===== src/hdl/snal_pkg.sv =====
// ----------------------------------------------------------------------------
// snal_pkg
// Shared constants and op codes of the suffix number allocator.
// ----------------------------------------------------------------------------
package snal_pkg;

  localparam int NUM_W       = 30;
  localparam int OP_W        = 3;
  localparam int WORD_W      = 32;
  localparam int WORD_BITS   = 5;
  localparam int TRACKED_DEF = 1024;

  localparam logic [NUM_W-1:0] LIMIT_NUMBER = NUM_W'(999999999);

  localparam logic [OP_W-1:0] OP_RESERVE  = 3'd0;
  localparam logic [OP_W-1:0] OP_RELEASE  = 3'd1;
  localparam logic [OP_W-1:0] OP_TRY_USE  = 3'd2;
  localparam logic [OP_W-1:0] OP_SMALLEST = 3'd3;
  localparam logic [OP_W-1:0] OP_ALLOCATE = 3'd4;
  localparam logic [OP_W-1:0] OP_CLEAR    = 3'd5;

endpackage


===== src/hdl/snal_ram.sv =====
// ----------------------------------------------------------------------------
// snal_ram
// Generic simple dual-port RAM, one write and one registered read port.
// ----------------------------------------------------------------------------
module snal_ram #(
  parameter int WIDTH = 32,
  parameter int DEPTH = 32
) (
  input  logic                                  clk,
  input  logic                                  we,
  input  logic [(DEPTH > 1 ? $clog2(DEPTH) : 1)-1:0] waddr,
  input  logic [WIDTH-1:0]                      wdata,
  input  logic [(DEPTH > 1 ? $clog2(DEPTH) : 1)-1:0] raddr,
  output logic [WIDTH-1:0]                      rdata
);

  logic [WIDTH-1:0] mem [DEPTH];

  always_ff @(posedge clk) begin
    if (we) begin
      mem[waddr] <= wdata;
    end
    rdata <= mem[raddr];
  end

endmodule


===== src/hdl/suffix_number_allocator.sv =====
// ----------------------------------------------------------------------------
// suffix_number_allocator
// Bitmap allocator for numeric name suffixes, with word-full summary flags
// and a register for the highest suffix seen.
// ----------------------------------------------------------------------------
//  channel  direction  handshake            payload
//  in_      input      in_valid/in_ready    in_op, in_number
//  out_     output     out_valid/out_ready  out_granted, out_chosen_number,
//                                           out_saturated, out_highest_out
//
//  reserve, release, try_use, allocate hit: states chk, done, output register
//  smallest: srch, done (done alone with no free number); allocate with search:
//  chk, srch, done; spare op codes: done alone
//  clear, and reset: a sweep over all TRACKED/32 words of the bitmap ram
//  (32 for 1024), no transaction taken meanwhile
//  a stalled result holds in the output register; the next transaction is
//  taken meanwhile and waits only at its own result
module suffix_number_allocator #(
  parameter int TRACKED = snal_pkg::TRACKED_DEF
) (
  input  logic                       clk,
  input  logic                       rst_n,
  input  logic                       in_valid,
  output logic                       in_ready,
  input  logic [snal_pkg::OP_W-1:0]  in_op,
  input  logic [snal_pkg::NUM_W-1:0] in_number,
  output logic                       out_valid,
  input  logic                       out_ready,
  output logic                       out_granted,
  output logic [snal_pkg::NUM_W-1:0] out_chosen_number,
  output logic                       out_saturated,
  output logic [snal_pkg::NUM_W-1:0] out_highest_out
);

  import snal_pkg::*;

  localparam int NW = TRACKED / WORD_W;
  localparam int AW = (NW > 1) ? $clog2(NW) : 1;
  localparam logic [NUM_W-1:0] TRACKED_N = NUM_W'(TRACKED);

  typedef enum logic [2:0] {
    S_CLR,
    S_IDLE,
    S_CHK,
    S_SRCH,
    S_DONE
  } state_t;

  state_t            state_r, state_nxt;
  logic [OP_W-1:0]   op_r, op_nxt;
  logic [NUM_W-1:0]  num_r, num_nxt;
  logic [NUM_W-1:0]  hi_r, hi_nxt;
  logic [NW-1:0]     full_r, full_nxt;
  logic [AW-1:0]     w_r, w_nxt;
  logic [AW-1:0]     clr_r, clr_nxt;
  logic              clrop_r, clrop_nxt;
  logic              res_g_r, res_g_nxt;
  logic [NUM_W-1:0]  res_c_r, res_c_nxt;
  logic              res_s_r, res_s_nxt;
  logic              out_valid_r, out_valid_nxt;
  logic              out_g_r, out_g_nxt;
  logic [NUM_W-1:0]  out_c_r, out_c_nxt;
  logic              out_s_r, out_s_nxt;
  logic [NUM_W-1:0]  out_h_r, out_h_nxt;

  logic              mem_we;
  logic [AW-1:0]     mem_waddr;
  logic [WORD_W-1:0] mem_wdata;
  logic [AW-1:0]     mem_raddr;
  logic [WORD_W-1:0] rdata;

  logic [WORD_BITS-1:0] bit_sel;
  logic [WORD_W-1:0]    onehot;
  logic [AW-1:0]        num_word;
  logic                 n_in;
  logic [AW-1:0]        free_idx;
  logic                 any_free;
  logic [WORD_W-1:0]    eff;
  logic [WORD_BITS-1:0] zero_idx;
  logic [WORD_W-1:0]    new_word;
  logic [NUM_W:0]       cand;
  logic [NUM_W-1:0]     got;

  snal_ram #(
    .WIDTH (WORD_W),
    .DEPTH (NW)
  ) u_map (
    .clk   (clk),
    .we    (mem_we),
    .waddr (mem_waddr),
    .wdata (mem_wdata),
    .raddr (mem_raddr),
    .rdata (rdata)
  );

  // first word with a free number, bit 0 of word 0 counted as taken
  always_comb begin
    free_idx = '0;
    any_free = 1'b0;
    for (int i = NW - 1; i >= 0; i--) begin
      if (!full_r[i]) begin
        free_idx = AW'(i);
        any_free = 1'b1;
      end
    end
  end

  always_comb begin
    eff = rdata;
    if (w_r == '0) begin
      eff[0] = 1'b1;
    end
    zero_idx = '0;
    for (int i = WORD_W - 1; i >= 0; i--) begin
      if (!eff[i]) begin
        zero_idx = WORD_BITS'(i);
      end
    end
  end

  assign bit_sel  = num_r[WORD_BITS-1:0];
  assign onehot   = WORD_W'(1) << bit_sel;
  assign num_word = num_r[WORD_BITS+AW-1:WORD_BITS];
  assign n_in     = (num_r < TRACKED_N);
  assign got      = NUM_W'({w_r, zero_idx});

  always_comb begin
    if (state_r == S_IDLE && in_op != OP_SMALLEST) begin
      mem_raddr = in_number[WORD_BITS+AW-1:WORD_BITS];
    end else begin
      mem_raddr = free_idx;
    end
  end

  always_comb begin
    state_nxt     = state_r;
    op_nxt        = op_r;
    num_nxt       = num_r;
    hi_nxt        = hi_r;
    full_nxt      = full_r;
    w_nxt         = w_r;
    clr_nxt       = clr_r;
    clrop_nxt     = clrop_r;
    res_g_nxt     = res_g_r;
    res_c_nxt     = res_c_r;
    res_s_nxt     = res_s_r;
    out_valid_nxt = out_valid_r && !out_ready;
    out_g_nxt     = out_g_r;
    out_c_nxt     = out_c_r;
    out_s_nxt     = out_s_r;
    out_h_nxt     = out_h_r;
    mem_we        = 1'b0;
    mem_waddr     = clr_r;
    mem_wdata     = '0;
    new_word      = '0;
    cand          = '0;

    case (state_r)
      S_CLR: begin
        mem_we = 1'b1;
        if (clr_r == AW'(NW - 1)) begin
          clr_nxt   = '0;
          state_nxt = clrop_r ? S_DONE : S_IDLE;
        end else begin
          clr_nxt = clr_r + AW'(1);
        end
      end

      S_IDLE: begin
        if (in_valid) begin
          op_nxt    = in_op;
          num_nxt   = in_number;
          res_g_nxt = 1'b0;
          res_c_nxt = '0;
          res_s_nxt = 1'b0;
          case (in_op)
            OP_RESERVE, OP_RELEASE, OP_TRY_USE, OP_ALLOCATE: begin
              state_nxt = S_CHK;
            end
            OP_SMALLEST: begin
              if (any_free) begin
                w_nxt     = free_idx;
                state_nxt = S_SRCH;
              end else begin
                state_nxt = S_DONE;
              end
            end
            OP_CLEAR: begin
              res_g_nxt = 1'b1;
              hi_nxt    = '0;
              full_nxt  = '0;
              clr_nxt   = '0;
              clrop_nxt = 1'b1;
              state_nxt = S_CLR;
            end
            default: begin
              state_nxt = S_DONE;
            end
          endcase
        end
      end

      S_CHK: begin
        mem_waddr = num_word;
        state_nxt = S_DONE;
        case (op_r)
          OP_RESERVE: begin
            new_word  = rdata | onehot;
            mem_wdata = new_word;
            if (n_in) begin
              mem_we             = 1'b1;
              full_nxt[num_word] = &(new_word | WORD_W'(num_word == '0));
            end
            if (num_r < LIMIT_NUMBER && num_r > hi_r) begin
              hi_nxt = num_r;
            end
            res_g_nxt = 1'b1;
          end
          OP_RELEASE: begin
            new_word  = rdata & ~onehot;
            mem_wdata = new_word;
            if (n_in) begin
              mem_we             = 1'b1;
              full_nxt[num_word] = &(new_word | WORD_W'(num_word == '0));
            end
            if (num_r != '0 && num_r == hi_r) begin
              hi_nxt = hi_r - NUM_W'(1);
            end
            res_g_nxt = 1'b1;
          end
          OP_TRY_USE, OP_ALLOCATE: begin
            new_word  = rdata | onehot;
            mem_wdata = new_word;
            if (n_in && !rdata[bit_sel]) begin
              mem_we             = 1'b1;
              full_nxt[num_word] = &(new_word | WORD_W'(num_word == '0));
              if (num_r > hi_r) begin
                hi_nxt = num_r;
              end
              res_g_nxt = 1'b1;
              res_c_nxt = num_r;
            end else if (op_r == OP_ALLOCATE) begin
              if (any_free) begin
                w_nxt     = free_idx;
                state_nxt = S_SRCH;
              end else begin
                // fallback past the bitmap, clamped at the limit
                if (num_r != '0 && num_r > hi_r) begin
                  cand = {1'b0, num_r};
                end else begin
                  cand = {1'b0, hi_r} + (NUM_W + 1)'(1);
                end
                res_g_nxt = 1'b1;
                if (cand >= {1'b0, LIMIT_NUMBER}) begin
                  res_c_nxt = LIMIT_NUMBER;
                  res_s_nxt = 1'b1;
                  hi_nxt    = LIMIT_NUMBER;
                end else begin
                  res_c_nxt = cand[NUM_W-1:0];
                  hi_nxt    = cand[NUM_W-1:0];
                end
              end
            end
          end
          default: begin
            res_g_nxt = 1'b0;
          end
        endcase
      end

      S_SRCH: begin
        new_word       = rdata | (WORD_W'(1) << zero_idx);
        mem_we         = 1'b1;
        mem_waddr      = w_r;
        mem_wdata      = new_word;
        full_nxt[w_r]  = &(new_word | WORD_W'(w_r == '0));
        if (got > hi_r) begin
          hi_nxt = got;
        end
        res_g_nxt = 1'b1;
        res_c_nxt = got;
        state_nxt = S_DONE;
      end

      S_DONE: begin
        if (!out_valid_r || out_ready) begin
          out_valid_nxt = 1'b1;
          out_g_nxt     = res_g_r;
          out_c_nxt     = res_c_r;
          out_s_nxt     = res_s_r;
          out_h_nxt     = hi_r;
          clrop_nxt     = 1'b0;
          state_nxt     = S_IDLE;
        end
      end

      default: begin
        state_nxt = S_IDLE;
      end
    endcase
  end

  always_ff @(posedge clk) begin
    if (!rst_n) begin
      state_r     <= S_CLR;
      hi_r        <= '0;
      full_r      <= '0;
      clr_r       <= '0;
      clrop_r     <= 1'b0;
      out_valid_r <= 1'b0;
    end else begin
      state_r     <= state_nxt;
      hi_r        <= hi_nxt;
      full_r      <= full_nxt;
      clr_r       <= clr_nxt;
      clrop_r     <= clrop_nxt;
      out_valid_r <= out_valid_nxt;
    end
    op_r    <= op_nxt;
    num_r   <= num_nxt;
    w_r     <= w_nxt;
    res_g_r <= res_g_nxt;
    res_c_r <= res_c_nxt;
    res_s_r <= res_s_nxt;
    out_g_r <= out_g_nxt;
    out_c_r <= out_c_nxt;
    out_s_r <= out_s_nxt;
    out_h_r <= out_h_nxt;
  end

  assign in_ready          = (state_r == S_IDLE);
  assign out_valid         = out_valid_r;
  assign out_granted       = out_g_r;
  assign out_chosen_number = out_c_r;
  assign out_saturated     = out_s_r;
  assign out_highest_out   = out_h_r;

  // one transaction in flight at a time
  a_one_at_a_time: assert property (@(posedge clk) disable iff (!rst_n)
    in_valid && in_ready |=> !in_ready)
    else $error("transaction taken while another is in flight");

  a_highest_bounded: assert property (@(posedge clk) disable iff (!rst_n)
    out_valid |-> out_highest_out <= LIMIT_NUMBER)
    else $error("highest suffix above limit");

  a_sat_grant: assert property (@(posedge clk) disable iff (!rst_n)
    out_valid && out_saturated |-> out_granted && out_chosen_number == LIMIT_NUMBER)
    else $error("saturated result without grant at limit");

  a_no_grant_zero: assert property (@(posedge clk) disable iff (!rst_n)
    out_valid && !out_granted |-> out_chosen_number == '0)
    else $error("number reported without grant");

  a_write_window: assert property (@(posedge clk) disable iff (!rst_n)
    mem_we |-> state_r == S_CLR || state_r == S_CHK || state_r == S_SRCH)
    else $error("bitmap write outside a working state");

endmodule


===== config.mk =====
export PLATFORM = sky130hd
export DESIGN_NAME = suffix_number_allocator
export DESIGN_NICKNAME = d
export VERILOG_FILES = /design/src/hdl/snal_pkg.sv /design/src/hdl/snal_ram.sv /design/src/hdl/suffix_number_allocator.sv
export SDC_FILE = /design/constraint.sdc
export NUM_CORES = 2
export LEC_CHECK = 0
export ABC_AREA = 1
export BUFFER_PORTS_ARGS = -buffer_cell sky130_fd_sc_hd__buf_2
export CAP_MARGIN = 20
export CORE_MARGIN = 5
export CORE_UTILIZATION = 40
export CTS_BUF_LIST = sky130_fd_sc_hd__clkbuf_8
export CTS_CLUSTER_SIZE = 40
export DETAILED_ROUTE_END_ITERATION = 8
export PLACE_DENSITY = 0.51
export SETUP_SLACK_MARGIN = 0.15
export SLEW_MARGIN = 20
export SYNTH_ARGS = -nofsm -noshare
export SYNTH_HDL_FRONTEND = slang
export SYNTH_HIERARCHICAL = 1
export SYNTH_SLANG_ARGS = --single-unit

===== constraint.sdc =====
create_clock -name clk -period 12.2 [get_ports clk]
set_input_delay 0.61 -clock clk [delete_from_list [all_inputs] [get_ports clk]]
set_output_delay 0.61 -clock clk [all_outputs]
set_load 0.01 [all_outputs]

==> flow_summary_export.csv <==
group,metric,value,unit
drt,drt_iter0_drc,4175,
global_route,grt_pass1_vias,42200,
sta,period_share,55.4,%
synth,synth.most_common_cell,"nand2_1",
critical_path,reg2reg_depth,31,
placement,dp_hpwl,106000,µm
clock_tree,numCtsBuffers,213,
min_path,min_from,"in_number[17]",
finish,postLayoutCoreUtil,44.9,%
placement,place.gp.congestion,0.963,
finish,fin_nets,6055,
synth,avgSynthCellArea,9.88,µm²
drt,dr.pass1.iters,6,
floorplanning,ios,101,
floorplanning,die_w,390,µm
finish,final_area,64500,µm²
critical_path,crit_fanout,91,
critical_path,rrSetupSlack,5.44,ns
synth,syn_inst,5852,
critical_path,critPathMaxStageDelay,0.86,ns
synth,synth_edf_count,1156,
sta,holdWs,0.403,ns
critical_path,r2r_start,"full_r[30]$_SDFFE_PN0P_",
pwr,p_leak,0.0233,µW
synth,synth_cell_types,57,
sta,setup_violations,0,
critical_path,critPathSlowestCell,"buf_4",
placement,placed_area,59900,µm²
run_status,outcome,"finished clean",
sta,clock_skew,0.0497,ns
sta,rsz0062_at_grt,"false",
clock_tree,cts_buffer_depth,3,
sta,min_period,6.76,ns
drt,postRouteWirelength,192000,µm
sta,hold_viol,0,
floorplanning,chipHeight,390,µm
clock_tree,cts_root_buf,"clkbuf_8",
pwr,vdd_ir_drop_max,0.0906,mV
critical_path,required,13.07,ns
finish,area_growth,11.5,%
finish,fillers,13900,
global_route,grt_start_max_net_pins,213,
synth,synth_common_cells,"1897 x nand2_1, 1156 x edfxtp_1, 881 x nand3_1",
critical_path,start_kind,"flop",
global_route,grt_remaining_overflow,0,
critical_path,r2r-end,"u_map/rdata[1]$_DFF_P_",
drt,via_per_inst,5.49,
synth,syn-num-nets,5931,
drt,ant_nets,0,
synth,synth_top_area_share,60.0,%
clock_tree,clk_pin_slew,0.06,ns
global_route,grt.total_usage,24.7,%
sta,tightest_slew,1.15,ns
synth,ys.flop_type,"edfxtp_1",
synth,yosysSeqAreaShare,63.6,%
floorplanning,start_util,40.3,%
placement,numPortBuffers,100,
synth,yosysWarnings,6,
floorplanning,coreArea,144000,µm²
critical_path,critical_path_class,"flop to flop",
sta,timing.fmax,148,MHz
drt,via_count,44200,
sta,fin_tns_setup,0,ns
min_path,min_path_type,"input port to flop",
clock_tree,insertion_delay,0.94,ns
min_path,holdPathEnd,"num_r[17]$_DFFE_PP_",
flow_run,maxCapViolations,0,
critical_path,crit_arrival,7.64,ns
clock_tree,cts_tree,"built",
synth,synth_area_leaders,"edfxtp_1 60%, nand2_1 12%, nand3_1 7.6%",
sta,drv_slew,0,
synth,synth_seq_cells,1260,
global_route,grt_pass1_wl,282000,µm
clock_tree,clock_sinks,1260,
sta,max_slew_margin,23.0,%
finish,drive_gt1_share,9.56,%
synth,yosys.area.top_type,"edfxtp_1",
synth,syn_area,57800,µm²
clock_tree,h-tree-depth,4,
global_route,antenna_found_initial,3,
sta,setup_slack,5.44,ns
placement,post-place-ws,5.42,ns
pwr,power.density,134,nW/µm²
drt,route.detailed.drc,0,
critical_path,cpMostUsedCell,"nand2_1",
drt,routedWlPerCell,23.8,µm
synth,async_flop_share,0,%
floorplanning,rows,139,
floorplanning,fp.dieArea,152000,µm²
critical_path,crit_path_end_kind,"flop",
min_path,hold_depth,2,
==> layer usage <==
metal / track usage (%) / vias up / wire length (µm)
li1: - / 20500 / -
met1: 34.1 / 21800 / 84300
met2: 40.0 / 1619 / 89400
met3: 3.41 / 351 / 11200
met4: 9.12 / 0 / 6910
met5: 0 / - / 0
==> worst max path at each step <==
stage | start | cells after the start | endpoint
after floorplan | num_r[1]$_DFFE_PP_ | 14 | u_map/mem[31][0]$_DFFE_PP_
after global placement | full_r[30]$_SDFFE_PN0P_ | 31 | u_map/rdata[30]$_DFF_P_
after detailed placement | full_r[30]$_SDFFE_PN0P_ | 31 | u_map/rdata[30]$_DFF_P_
after CTS | full_r[30]$_SDFFE_PN0P_ | 31 | u_map/rdata[24]$_DFF_P_
after global routing | full_r[30]$_SDFFE_PN0P_ | 31 | u_map/rdata[26]$_DFF_P_
final | full_r[30]$_SDFFE_PN0P_ | 31 | u_map/rdata[1]$_DFF_P_
==> report_power, final <==
group          switching, µW  internal [µW]
combinational            163           58.7
clock                   1740           1890
sequential              42.4           4710
==> registers in the layout, indices dropped and copies added (netlist names), 3 cells and up <==
signal,count
w_r,5
full_r,32
hi_r,30
clr_r,5
u_map/rdata,32
num_r,30
u_map/mem,1024
op_r,3
out_highest_out,30
res_c_r,30
out_chosen_number,30
state_r,3
==> worst max-delay path: cells and delay by family, from the launching register on <==
| kind | cells | cell delay (ns) |
|---|---|---|
| DFF | 1 | 0.37 |
| AOI/OAI and AO/OA | 14 | 1.91 |
| buffers and inverters | 4 | 2.56 |
| and+or+nand+nor | 13 | 1.79 |
==> area by class of cell <==
type / instances / area, µm² / area share (%)
Tap cell: 1903 / 2380 / 3.69
Clock inverter: 161 / 842 / 1.31
Timing Repair Buffer: 234 / 1660 / 2.58
Inverter: 300 / 1160 / 1.80
Antenna cell: 1 / 2.50 / 0.00388
Sequential cell: 1260 / 36800 / 57.1
Multi-Input combinational cell: 3967 / 18300 / 28.5
Clock buffer: 238 / 3280 / 5.08
==> cell usage in the layout (no fill, tap or decap), types with 6 or more instances in the layout <==
cell type | synthesis | layout
dlygate4sd3_1 | 0 | 35
nor3_1 | 45 | 44
clkinv_2 | 0 | 15
xor2_1 | 19 | 19
nor3_2 | 6 | 7
nand4_1 | 77 | 77
dfxtp_1 | 104 | 104
a21oi_1 | 198 | 198
o21ai_1 | 11 | 11
inv_1 | 284 | 365
nand2_2 | 14 | 16
clkbuf_8 | 0 | 238
a31oi_1 | 10 | 10
o22ai_1 | 18 | 17
o31ai_1 | 9 | 9
ha_1 | 42 | 42
clkinv_1 | 4 | 51
o221ai_1 | 7 | 7
a211oi_1 | 6 | 6
edfxtp_1 | 1156 | 1156
o21ai_4 | 0 | 7
a32o_1 | 14 | 8
nor2_4 | 2 | 37
o21ai_2 | 2 | 13
buf_2 | 99 | 100
buf_4 | 27 | 94
nor2_1 | 414 | 378
nor4_1 | 42 | 42
nand3_1 | 881 | 880
o2111ai_1 | 6 | 6
inv_2 | 10 | 8
nand2_1 | 1897 | 1892
a32o_2 | 0 | 6
o21ai_0 | 211 | 193
==> stage by stage <==
stage	cells	power, µW
CTS	8062	8700
finish	8064	8610
global route	8064	8930
global placement	7628	5050
floorplan	5852	4930
detailed placement	7628	5050
==> logic make-up after synthesis <==
| family | share of synthesized area, % |
|---|---|
| fa+ha+maj | 0.909 |
| xor+xnor | 0.288 |
| simple gates | 24.8 |
| flops | 63.6 |
| buf+inv | 5.41 |
| compound gates | 4.94 |
==> what timing repair did <==
action,CTS,global route
buffers inserted,0,0
endpoints found under the hold margin,35,0
hold buffers,35,0
gates resized for setup,0,0
Note: power is estimated with default switching activity, not from simulation.
